## config.mk

```make
export PLATFORM = sky130hd
export DESIGN_NAME = ordered_list_insert_delete_top
export DESIGN_NICKNAME = d
export VERILOG_FILES = /design/src/rtl/olid_pkg.sv /design/src/rtl/olid_unit.sv /design/src/rtl/olid_outreg.sv /design/src/rtl/olid_seq.sv /design/src/rtl/ordered_list_insert_delete_top.sv
export SDC_FILE = /design/constraint.sdc
export NUM_CORES = 1
export LEC_CHECK = 0
export BUFFER_PORTS_ARGS = -buffer_cell sky130_fd_sc_hd__buf_4
export CORE_MARGIN = 3
export CORE_UTILIZATION = 50
export CTS_CLUSTER_DIAMETER = 200
export CTS_CLUSTER_SIZE = 12
export DETAILED_ROUTE_END_ITERATION = 8
export GPL_TIMING_DRIVEN = 0
export PLACE_DENSITY = 0.66
export SETUP_SLACK_MARGIN = 0.5
export SLEW_MARGIN = 20
export SYNTH_ARGS = -nofsm -noshare
export SYNTH_HDL_FRONTEND = slang
export SYNTH_SLANG_ARGS = --single-unit
```

## constraint.sdc

```tcl
create_clock -name clk -period 11.3 [get_ports clk]
set_input_delay 1.13 -clock clk [delete_from_list [all_inputs] [get_ports clk]]
set_output_delay 1.13 -clock clk [all_outputs]
set_load 0.01 [all_outputs]
```

## src/rtl/olid_pkg.sv

```systemverilog
// package for the ordered list insert/delete block
// holds sizes, command and status codes, sequencer states and shared structs
// no dependencies
package olid_pkg;

    localparam int CAPACITY = 16;
    localparam int IDX_W    = (CAPACITY > 1) ? $clog2(CAPACITY) : 1;
    localparam int CNT_W    = $clog2(CAPACITY + 1);
    localparam int DATA_W   = 32;
    localparam int CMD_W    = 2;
    localparam int STAT_W   = 3;

    localparam logic [CMD_W-1:0] CMD_INSERT  = 2'd0;
    localparam logic [CMD_W-1:0] CMD_DELETE  = 2'd1;
    localparam logic [CMD_W-1:0] CMD_DISPLAY = 2'd2;

    typedef enum logic [STAT_W-1:0] {
        ST_INSERTED  = 3'd0,
        ST_FULL      = 3'd1,
        ST_DELETED   = 3'd2,
        ST_NOT_FOUND = 3'd3,
        ST_EMPTY     = 3'd4,
        ST_ELEMENT   = 3'd5
    } status_t;

    typedef enum logic [2:0] {
        S_IDLE,
        S_REPORT,
        S_DEL_RD,
        S_DEL_CMP,
        S_SHF_RD,
        S_SHF_WR,
        S_DISP_RD,
        S_DISP_EMIT
    } state_t;

    typedef struct packed {
        logic                     valid;
        status_t                  status;
        logic signed [DATA_W-1:0] element;
        logic                     last;
    } beat_t;

    typedef struct packed {
        logic             match;
        logic             at_end;
        logic [IDX_W-1:0] idx_inc;
    } unit_res_t;

endpackage

```

## src/rtl/olid_unit.sv

```systemverilog
// shared compare and index unit used by the sequencer in its compare, shift-write and display-emit states
// depends on olid_pkg
module olid_unit
    import olid_pkg::*;
(
    input  logic signed [DATA_W-1:0] a,
    input  logic signed [DATA_W-1:0] b,
    input  logic [IDX_W-1:0]         idx,
    input  logic [CNT_W-1:0]         count,
    output unit_res_t                res
);

    always_comb
    begin
        res.match   = (a == b);
        res.at_end  = ((CNT_W'(idx) + CNT_W'(1)) == count);
        res.idx_inc = idx + IDX_W'(1);
    end

endmodule

```

## src/rtl/olid_outreg.sv

```systemverilog
// output register between the sequencer and the result channel
// depends on olid_pkg
module olid_outreg
    import olid_pkg::*;
(
    input  logic                     clk,
    input  logic                     rst_n,
    input  beat_t                    emit,
    output logic                     emit_ready,
    output logic                     out_valid,
    input  logic                     out_stall,
    output logic [STAT_W-1:0]        status,
    output logic signed [DATA_W-1:0] element,
    output logic                     last
);

    logic                     valid_reg;
    status_t                  status_reg;
    logic signed [DATA_W-1:0] element_reg;
    logic                     last_reg;

    assign emit_ready = !valid_reg || !out_stall;

    always_ff @(posedge clk or negedge rst_n)
    begin
        if (!rst_n)
        begin
            valid_reg <= 1'b0;
        end
        else if (emit_ready)
        begin
            valid_reg <= emit.valid;
        end
    end

    always_ff @(posedge clk)
    begin
        if (emit_ready && emit.valid)
        begin
            status_reg  <= emit.status;
            element_reg <= emit.element;
            last_reg    <= emit.last;
        end
    end

    assign out_valid = valid_reg;
    assign status    = status_reg;
    assign element   = element_reg;
    assign last      = last_reg;

endmodule

```

## src/rtl/olid_seq.sv

```systemverilog
// sequencer and entry memory of the ordered list
// depends on olid_pkg and olid_unit
module olid_seq
    import olid_pkg::*;
(
    input  logic                     clk,
    input  logic                     rst_n,
    input  logic                     in_valid,
    output logic                     in_stall,
    input  logic [CMD_W-1:0]         command,
    input  logic signed [DATA_W-1:0] value,
    input  logic                     emit_ready,
    output beat_t                    emit
);

    logic signed [DATA_W-1:0] mem [CAPACITY];

    state_t                   state_reg, state_next;
    logic [IDX_W-1:0]         idx_reg, idx_next;
    logic [CNT_W-1:0]         count_reg, count_next;
    status_t                  report_reg, report_next;
    logic signed [DATA_W-1:0] value_reg;
    logic signed [DATA_W-1:0] rdata_reg;

    logic                     accept;
    logic                     full;
    logic                     rd_en;
    logic                     wr_en;
    logic [IDX_W-1:0]         wr_addr;
    logic signed [DATA_W-1:0] wr_data;
    unit_res_t                ures;

    assign accept = in_valid && !in_stall;
    assign full   = (count_reg == CNT_W'(CAPACITY));

    olid_unit u_unit (
        .a     (rdata_reg),
        .b     (value_reg),
        .idx   (idx_reg),
        .count (count_reg),
        .res   (ures)
    );

    always_comb
    begin
        state_next = state_reg;
        unique case (state_reg)
            S_IDLE:
            begin
                if (accept)
                begin
                    priority if (command == CMD_INSERT)
                        state_next = S_REPORT;
                    else if (command == CMD_DELETE)
                        state_next = (count_reg == '0) ? S_REPORT : S_DEL_RD;
                    else if (command == CMD_DISPLAY)
                        state_next = (count_reg == '0) ? S_REPORT : S_DISP_RD;
                    else
                        state_next = S_IDLE;
                end
            end
            S_REPORT:
            begin
                if (emit_ready)
                    state_next = S_IDLE;
            end
            S_DEL_RD:
                state_next = S_DEL_CMP;
            S_DEL_CMP:
            begin
                if (ures.at_end)
                    state_next = S_REPORT;
                else if (ures.match)
                    state_next = S_SHF_RD;
                else
                    state_next = S_DEL_RD;
            end
            S_SHF_RD:
                state_next = S_SHF_WR;
            S_SHF_WR:
            begin
                if (ures.at_end)
                    state_next = S_REPORT;
                else
                    state_next = S_SHF_RD;
            end
            S_DISP_RD:
                state_next = S_DISP_EMIT;
            S_DISP_EMIT:
            begin
                if (emit_ready)
                    state_next = ures.at_end ? S_IDLE : S_DISP_RD;
            end
            default:
                state_next = S_IDLE;
        endcase
    end

    always_comb
    begin
        in_stall     = 1'b1;
        idx_next     = idx_reg;
        count_next   = count_reg;
        report_next  = report_reg;
        rd_en        = 1'b0;
        wr_en        = 1'b0;
        wr_addr      = count_reg[IDX_W-1:0];
        wr_data      = value;
        emit.valid   = 1'b0;
        emit.status  = report_reg;
        emit.element = '0;
        emit.last    = 1'b1;
        unique case (state_reg)
            S_IDLE:
            begin
                in_stall = 1'b0;
                idx_next = '0;
                if (accept)
                begin
                    if (command == CMD_INSERT)
                    begin
                        if (full)
                        begin
                            report_next = ST_FULL;
                        end
                        else
                        begin
                            report_next = ST_INSERTED;
                            wr_en       = 1'b1;
                            count_next  = count_reg + CNT_W'(1);
                        end
                    end
                    else
                    begin
                        report_next = ST_EMPTY;
                    end
                end
            end
            S_REPORT:
            begin
                emit.valid = emit_ready;
            end
            S_DEL_RD, S_SHF_RD, S_DISP_RD:
            begin
                rd_en = 1'b1;
            end
            S_DEL_CMP:
            begin
                if (ures.match && ures.at_end)
                begin
                    report_next = ST_DELETED;
                    count_next  = count_reg - CNT_W'(1);
                end
                else if (ures.at_end)
                begin
                    report_next = ST_NOT_FOUND;
                end
                else
                begin
                    idx_next = ures.idx_inc;
                end
            end
            S_SHF_WR:
            begin
                wr_en   = 1'b1;
                wr_addr = idx_reg - IDX_W'(1);
                wr_data = rdata_reg;
                if (ures.at_end)
                begin
                    report_next = ST_DELETED;
                    count_next  = count_reg - CNT_W'(1);
                end
                else
                begin
                    idx_next = ures.idx_inc;
                end
            end
            S_DISP_EMIT:
            begin
                emit.valid   = emit_ready;
                emit.status  = ST_ELEMENT;
                emit.element = rdata_reg;
                emit.last    = ures.at_end;
                if (emit_ready)
                    idx_next = ures.idx_inc;
            end
            default:
            begin
                in_stall = 1'b1;
            end
        endcase
    end

    always_ff @(posedge clk or negedge rst_n)
    begin
        if (!rst_n)
        begin
            state_reg  <= S_IDLE;
            idx_reg    <= '0;
            count_reg  <= '0;
            report_reg <= ST_EMPTY;
        end
        else
        begin
            state_reg  <= state_next;
            idx_reg    <= idx_next;
            count_reg  <= count_next;
            report_reg <= report_next;
        end
    end

    always_ff @(posedge clk)
    begin
        if (accept)
            value_reg <= value;
    end

    always_ff @(posedge clk)
    begin
        if (wr_en)
            mem[wr_addr] <= wr_data;
        if (rd_en)
            rdata_reg <= mem[idx_reg];
    end

    a_count_bound: assert property (@(posedge clk) disable iff (!rst_n)
        count_reg <= CNT_W'(CAPACITY))
        else $error("list length beyond capacity");

    a_idx_in_list: assert property (@(posedge clk) disable iff (!rst_n)
        (state_reg != S_IDLE && state_reg != S_REPORT) |-> (CNT_W'(idx_reg) < count_reg))
        else $error("scan index outside the list");

    a_insert_grows: assert property (@(posedge clk) disable iff (!rst_n)
        (accept && command == CMD_INSERT && !full)
        |=> (count_reg == $past(count_reg) + CNT_W'(1)))
        else $error("insert did not grow the list");

    a_delete_shrinks: assert property (@(posedge clk) disable iff (!rst_n)
        (state_reg == S_REPORT && report_reg == ST_DELETED && emit_ready)
        |-> (count_reg < CNT_W'(CAPACITY)))
        else $error("delete left a full list");

endmodule

```

## src/rtl/ordered_list_insert_delete_top.sv

```systemverilog
// top level of the ordered list insert/delete block
// depends on olid_pkg, olid_seq, olid_unit and olid_outreg
//
// keeps up to CAPACITY signed 32-bit values in insertion order
// input channel: in_valid/in_stall with command and value; one beat per command
// output channel: out_valid/out_stall with status, element and last
// insert appends at the tail or reports full; delete removes the first match
// from the head or reports not found / empty; display sends one beat per entry
// from the head, last set on the final one, or reports empty
// every command ends with a beat that has last set; command code 3 is dropped
// insert and empty cases pass through the report state to the output register;
// delete reads and compares each entry up to the match, then reads each later
// entry and writes it one place down to close the gap; display reads and then
// emits each entry (one memory read and one emit on the single read port)
// in_stall stays high from the accepted beat until its final result is handed
// to the output register; one command is worked on at a time
// a stalled output holds its beat and the sequencer waits on it
// reset clears the list length and the control state; entries need no clearing
module ordered_list_insert_delete_top
    import olid_pkg::*;
(
    input  logic                     clk,
    input  logic                     rst_n,
    input  logic                     in_valid,
    output logic                     in_stall,
    input  logic [CMD_W-1:0]         command,
    input  logic signed [DATA_W-1:0] value,
    output logic                     out_valid,
    input  logic                     out_stall,
    output logic [STAT_W-1:0]        status,
    output logic signed [DATA_W-1:0] element,
    output logic                     last
);

    beat_t emit;
    logic  emit_ready;

    olid_seq u_seq (
        .clk        (clk),
        .rst_n      (rst_n),
        .in_valid   (in_valid),
        .in_stall   (in_stall),
        .command    (command),
        .value      (value),
        .emit_ready (emit_ready),
        .emit       (emit)
    );

    olid_outreg u_outreg (
        .clk        (clk),
        .rst_n      (rst_n),
        .emit       (emit),
        .emit_ready (emit_ready),
        .out_valid  (out_valid),
        .out_stall  (out_stall),
        .status     (status),
        .element    (element),
        .last       (last)
    );

endmodule

```

# Yosys cells after proc, flatten, opt, wreduce, memory -nomap -nowiden
# Memories as Yosys holds them, arrays and structs flattened. A register that Yosys moved wholly into a read port is not among the register bits.
# Index checks and enable logic that the tools add are counted.
[classes]
n_addsub = 5
n_reduce_logical = 17
n_eq_ne = 21
mux = 41
[ops]
columns = ["operator", "count"]
rows = [
  ["$mux W3", 16],
  ["$eq A32 B32 Y1", 1],
  ["$mux W32", 1],
  ["$mux W5", 5],
  ["$pmux W3 S8", 1],
  ["$mux W4", 4],
  ["$pmux W4 S4", 1],
  ["$pmux W5 S3", 1],
  ["$eq A3 B3 Y1 const B", 4],
  ["$ne A2 B1 Y1 const B", 5],
  ["$mux W1", 9],
  ["$pmux W3 S3", 1],
  ["$eq A3 B2 Y1 const B", 2],
  ["$ne A2 B2 Y1 const B", 3],
  ["$reduce_and A3 Y1", 2],
  ["$reduce_and A6 Y1", 1],
  ["$add A4 B1 Y5 const B", 1],
  ["$add A5 B1 Y5 const B", 1],
  ["$eq A5 B5 Y1", 1],
  ["$eq A5 B5 Y1 const B", 1],
  ["$logic_not A5 Y1", 1],
  ["$sub A5 B1 Y5 const B", 1],
  ["$add A4 B1 Y4 const B", 1],
  ["$reduce_and A4 Y1", 1],
  ["16 further kinds", 19],
]
[totals]
in_bits = 38
ramBits = 512
mem_count = 1
ff_bits = 84
[mem_list]
columns = ["memory", "words", "word_bits", "rd", "rd_ports_with_merged_regs", "wr", "line", "text"]
rows = [
  ["u_seq.mem", 16, 32, 1, 1, 1, "olid_seq.sv:16", "logic signed [DATA_W-1:0] mem [CAPACITY];"],
]

# Longest topological paths before layout
[logic_depth]
depth_word = 7
depth_mapped = 12
ltp_nobuf = 10

# Modules after synthesis
# A second synthesis with hierarchy kept.
[hier_totals]
hier_cells = 1221
area_unflattened_um2 = 24851.3
[modules_own_cells]
columns = ["module", "area_per_inst_um2", "seq_area_each_um2", "cells_each", "n_inst"]
rows = [
  ["olid_seq", 23254.8, 17673.2, 1122, 1],
  ["olid_outreg", 1128.6, 1106.1, 40, 1],
  ["olid_unit", 467.9, 0.0, 59, 1],
]

# Least setup slack after synthesis
# OpenSTA, ideal clock, no wires.
[synth_path]
kind = "input to register"
from = "in in_valid"
to = "mem u_seq.mem[2][0] (enable)"
arrival_ps = 3570
setup_time_ps = 421
path_buffers = 0
stages = 6
setup_slack_ps = 7309
required_time_ps = 10879
path_cell_list = "nand2_2 > inv_2 > nand3_1 > nor2_1 > a22oi_1 > nor2_1"
[synth_via]
elab_chain_cells = 5
[synth_lines]
columns = ["element", "line", "text"]
rows = [
  ["start, declared", "ordered_list_insert_delete_top.sv:24", "input logic in_valid,"],
  ["$logic_and A1 B1 Y1", "olid_seq.sv:33", "assign accept = in_valid && !in_stall;"],
  ["$mux W1", "olid_seq.sv:118", "if (accept)"],
  ["$pmux W1 S2", "olid_seq.sv:113", "unique case (state_reg)"],
  ["$mux W1", "olid_seq.sv:220", "if (wr_en)"],
  ["$mux W1 (implied by the code)", "olid_seq.sv:221", "mem[wr_addr] <= wr_data;"],
  ["end, declared", "olid_seq.sv:16", ""],
]
# Every way passes these cells.

# Worst setup path in the final report
[layout_path]
from = "reg u_seq.state_reg[1]"
to = "mem u_seq.mem[0][15] (enable)"
[layout_via]
elab_chain_cells = 6
word_cells_on_any_way = 8
[layout_lines]
columns = ["element", "line", "text"]
rows = [
  ["start, declared", "olid_seq.sv:18", "state_t state_reg, state_next;"],
  ["start signal, assigned", "olid_seq.sv:205", "state_reg <= state_next;"],
  ["$logic_not A3 Y1", "olid_seq.sv:113", ""],
  ["$logic_and A1 B1 Y1", "olid_seq.sv:33", ""],
  ["$mux W1", "olid_seq.sv:118", ""],
  ["$pmux W1 S2", "olid_seq.sv:113", ""],
  ["$mux W1", "olid_seq.sv:220", ""],
  ["$mux W1 (implied by the code)", "olid_seq.sv:221", ""],
]
# Parallel ways exist; a longest one is shown, timed or not.

==> flow_metrics.tcl <==
set metrics [dict create \
    cts_root_buf "clkbuf_16" \
    startpoint "u_seq.state_reg[1]" \
    dieArea_mm2 0.0520 \
    wl_per_cell_um 29.8 \
    synthesis.area_mm2 0.0247 \
    design_area_mm2 0.0285 \
    dpl_worst_slack_ns 6.72 \
    path_class "reg -> reg" \
    overflow 0 \
    routed_wl_mm 57.6 \
    setup_viol 0 \
    synth_warnings 0 \
    ctsHoldBuffers 0 \
    critPathLaunchType "register" \
    cts_num_sinks 628 \
    rsz0062_at_grt "no" \
    postCtsSetupBuffers 0 \
    highest_layer "met5" \
    areaGrowthSynthToFinish_pct 15.4 \
    gp_congestion 0.773 \
    largest-register "u_seq.mem" \
    max_slew_margin 0.244 \
    ir_drop_mv 0.157 \
    dr_total_vias 11752 \
    critPathSlowestCell "inv_2" \
    firstDrtPassIters 5 \
    cts_tree "done" \
    crit_chain "buf_6 > nor3_4 > nand2_2 > inv_2 > nand3_1 > nor2_1 > a32oi_1 > nor2_4 > buf_16 > buf_16" \
    drt_iter0_drc 1331 \
    pwr_density_cell_mw_per_mm2 220 \
    synth_edf_count 612 \
    postSynthAreaPerCell_um2 22.4 \
    drive_above_1_share 0.331 \
    clk_path_buf_depth 3 \
    fp.coreArea_mm2 0.0482 \
    syn_inst 1100 \
    num_rows 80 \
    htreeDepth 2 \
    hold_ws_ns 0.374 \
    yosysSeqAreaShare 0.761 \
    die_w_um 228 \
    worstSkewPairLatency_ns 0.61 \
    diodes 0 \
    largest_reg_flops 512 \
    m1WireLength_mm 24.5 \
    cts_buffers 58 \
    grt_max_degree 34 \
    drv_slew 0 \
    cp_top_family "simple AND/OR/NAND/NOR gates" \
    wl_met3_mm 3.99 \
    worstSetupEndpointType "register" \
    grt_pass1_wl_mm 83.9 \
    max_freq_ghz 0.243 \
    yosysUniqueCellTypes 63 \
    slowest_delay_ns 0.81 \
    drc 0 \
    async_flop_share 0.0255 \
    die_height_um 228 \
    dr_wl_met2_mm 28.3 \
    antenna_found_initial 2 \
    cp.required_ns 11.61 \
    synthFlopType "edfxtp_1" \
    drv_cap 0 \
    tightest_slew_ns 1.13 \
    synthesis.nets 1144 \
    io_pins 76 \
    path_buf_inv 4 \
    leakagePower_uw 0.00903 \
    cpMostUsedCell "buf_16" \
    ant_nets 0 \
    finalCritPeriodShare 0.364 \
    crit_fanout 33 \
    clkSlewWorstSetupHoldPaths_ns 0.06 \
    setup_slack_ns 7.18 \
    dpl.hpwl_mm 37.7 \
    first_global_vias 11994 \
    initial_utilization 0.511 \
    final_nets 1308 \
    status "finished, final reports clean" \
    hold_violations 0 \
    tns_ns 0 \
    cp_data_arrival_time_ns 4.43 \
    vias_per_cell 6.08 \
    hold_path.class "in -> async" \
    port_buffers 75 \
    r2r-start "u_seq.state_reg[1]" \
    post_cts_resized 0 \
    grt_use_total 0.223 \
    ys_ff_latch 628 \
    fin_util 0.590 \
    worst_clock_skew_ns 0.0203 \
    post-route-min-period_ns 4.12 \
    placed_area_mm2 0.0269 \
]
-- where the power goes --
part           total (µW)  switching (µW)  internal (µW)
logic                1690             869            824
registers            2860            98.0           2760
clock network        1720             792            932
-- area by class of cell --
| cell class | instances | area [µm²] |
|---|---|---|
| buffer | 50 | 317 |
| timing repair buffer | 104 | 1290 |
| inverter | 11 | 41.3 |
| clock inverter | 3 | 41.3 |
| sequential | 628 | 18800 |
| clock buffer | 70 | 1520 |
| fill | 3483 | 19800 |
| tap | 656 | 821 |
| multi-input combinational | 411 | 5670 |
-- cell usage after synthesis, types with 3 or more instances --
cell / count / share of area
xor2_1: 3 / 0.0011
nor2_1: 25 / 0.0038
nor4_1: 5 / 0.0013
nand3_1: 5 / 0.0010
xnor2_1: 41 / 0.015
dfrtp_1: 15 / 0.015
mux2_2: 33 / 0.015
buf_6: 5 / 0.0023
clkbuf_1: 19 / 0.0029
o21a_1: 3 / 0.00091
a21oi_1: 5 / 0.0010
ha_1: 5 / 0.0025
or2_2: 3 / 0.00076
buf_4: 3 / 0.00091
o21ai_0: 3 / 0.00061
mux4_2: 160 / 0.15
and2_1: 34 / 0.0086
o21ai_1: 5 / 0.0010
mux2i_1: 4 / 0.0016
nand4_1: 8 / 0.0020
edfxtp_1: 612 / 0.74
buf_2: 12 / 0.0024
nor2b_1: 4 / 0.0010
inv_1: 9 / 0.0014
buf_12: 4 / 0.0032
a22oi_1: 3 / 0.00091
nand2_1: 21 / 0.0032
buf_1: 7 / 0.0011
-- cells by family (layout without fill, tap and decap cells) --
kind of cell	after synthesis	after routing	synth area share
AOI/OAI and AO/OA	44	44	0.0146
adders and majority gates	6	6	0.00335
xor gates and xnor gates	45	45	0.0163
buffers and inverters	61	238	0.0145
and+or+nand+nor	117	117	0.0260
DFF	628	628	0.761
muxes	199	199	0.164
-- through the flow --
step           total power [µW]  instances
2_1_floorplan              4020       1100
3_3_place_gp               4580       1831
3_5_place_dp               4630       1860
4_1_cts                    6340       1933
5_1_grt                    6530       1933
6_report                   6280       1933
-- final timing paths --
path	slack [ns]	depth (start not counted)	endpoint
worst max-delay path	7.18	10	u_seq.mem[0][15]
worst min-delay path	0.37	1	u_seq.count_reg[4]
worst max register to register	7.18	10	u_seq.mem[0][15]
worst min register to register	0.49	2	u_seq.report_reg[2]
max in group asynchronous	10.66	1	u_seq.report_reg[2]
min in group clk	0.49	2	u_seq.report_reg[2]
-- placed cells by master (no fill, tap or decap), drive strengths merged, types with 4 or more instances in the layout --
cell | synthesis | layout
dfrtp | 15 | 15
ha | 5 | 5
mux2i | 4 | 4
mux4 | 160 | 160
nor4 | 5 | 5
nand3 | 7 | 7
buf | 31 | 135
nor2b | 4 | 4
inv | 11 | 12
nand2 | 23 | 23
clkbuf | 19 | 89
nor2 | 25 | 25
mux2 | 35 | 35
nand4 | 8 | 8
a21oi | 6 | 6
and2 | 34 | 34
edfxtp | 612 | 612
o21ai | 9 | 9
xnor2 | 42 | 42
-- metal layers --
metal  track usage  vias to the layer above
met1         0.325                     6314
met4        0.0478                        2
met3        0.0399                       55
met2         0.361                      507
li1              -                     4874
met5             0                        -
-- worst register-to-register path: cells and delay by family, from the launching register on --
| kind | cells | cell delay (ns) |
|---|---|---|
| compound gates | 1 | 0.26 |
| buf+inv | 4 | 1.36 |
| flops | 1 | 0.40 |
| simple gates | 5 | 1.78 |
(Power assumes the default switching activity.)
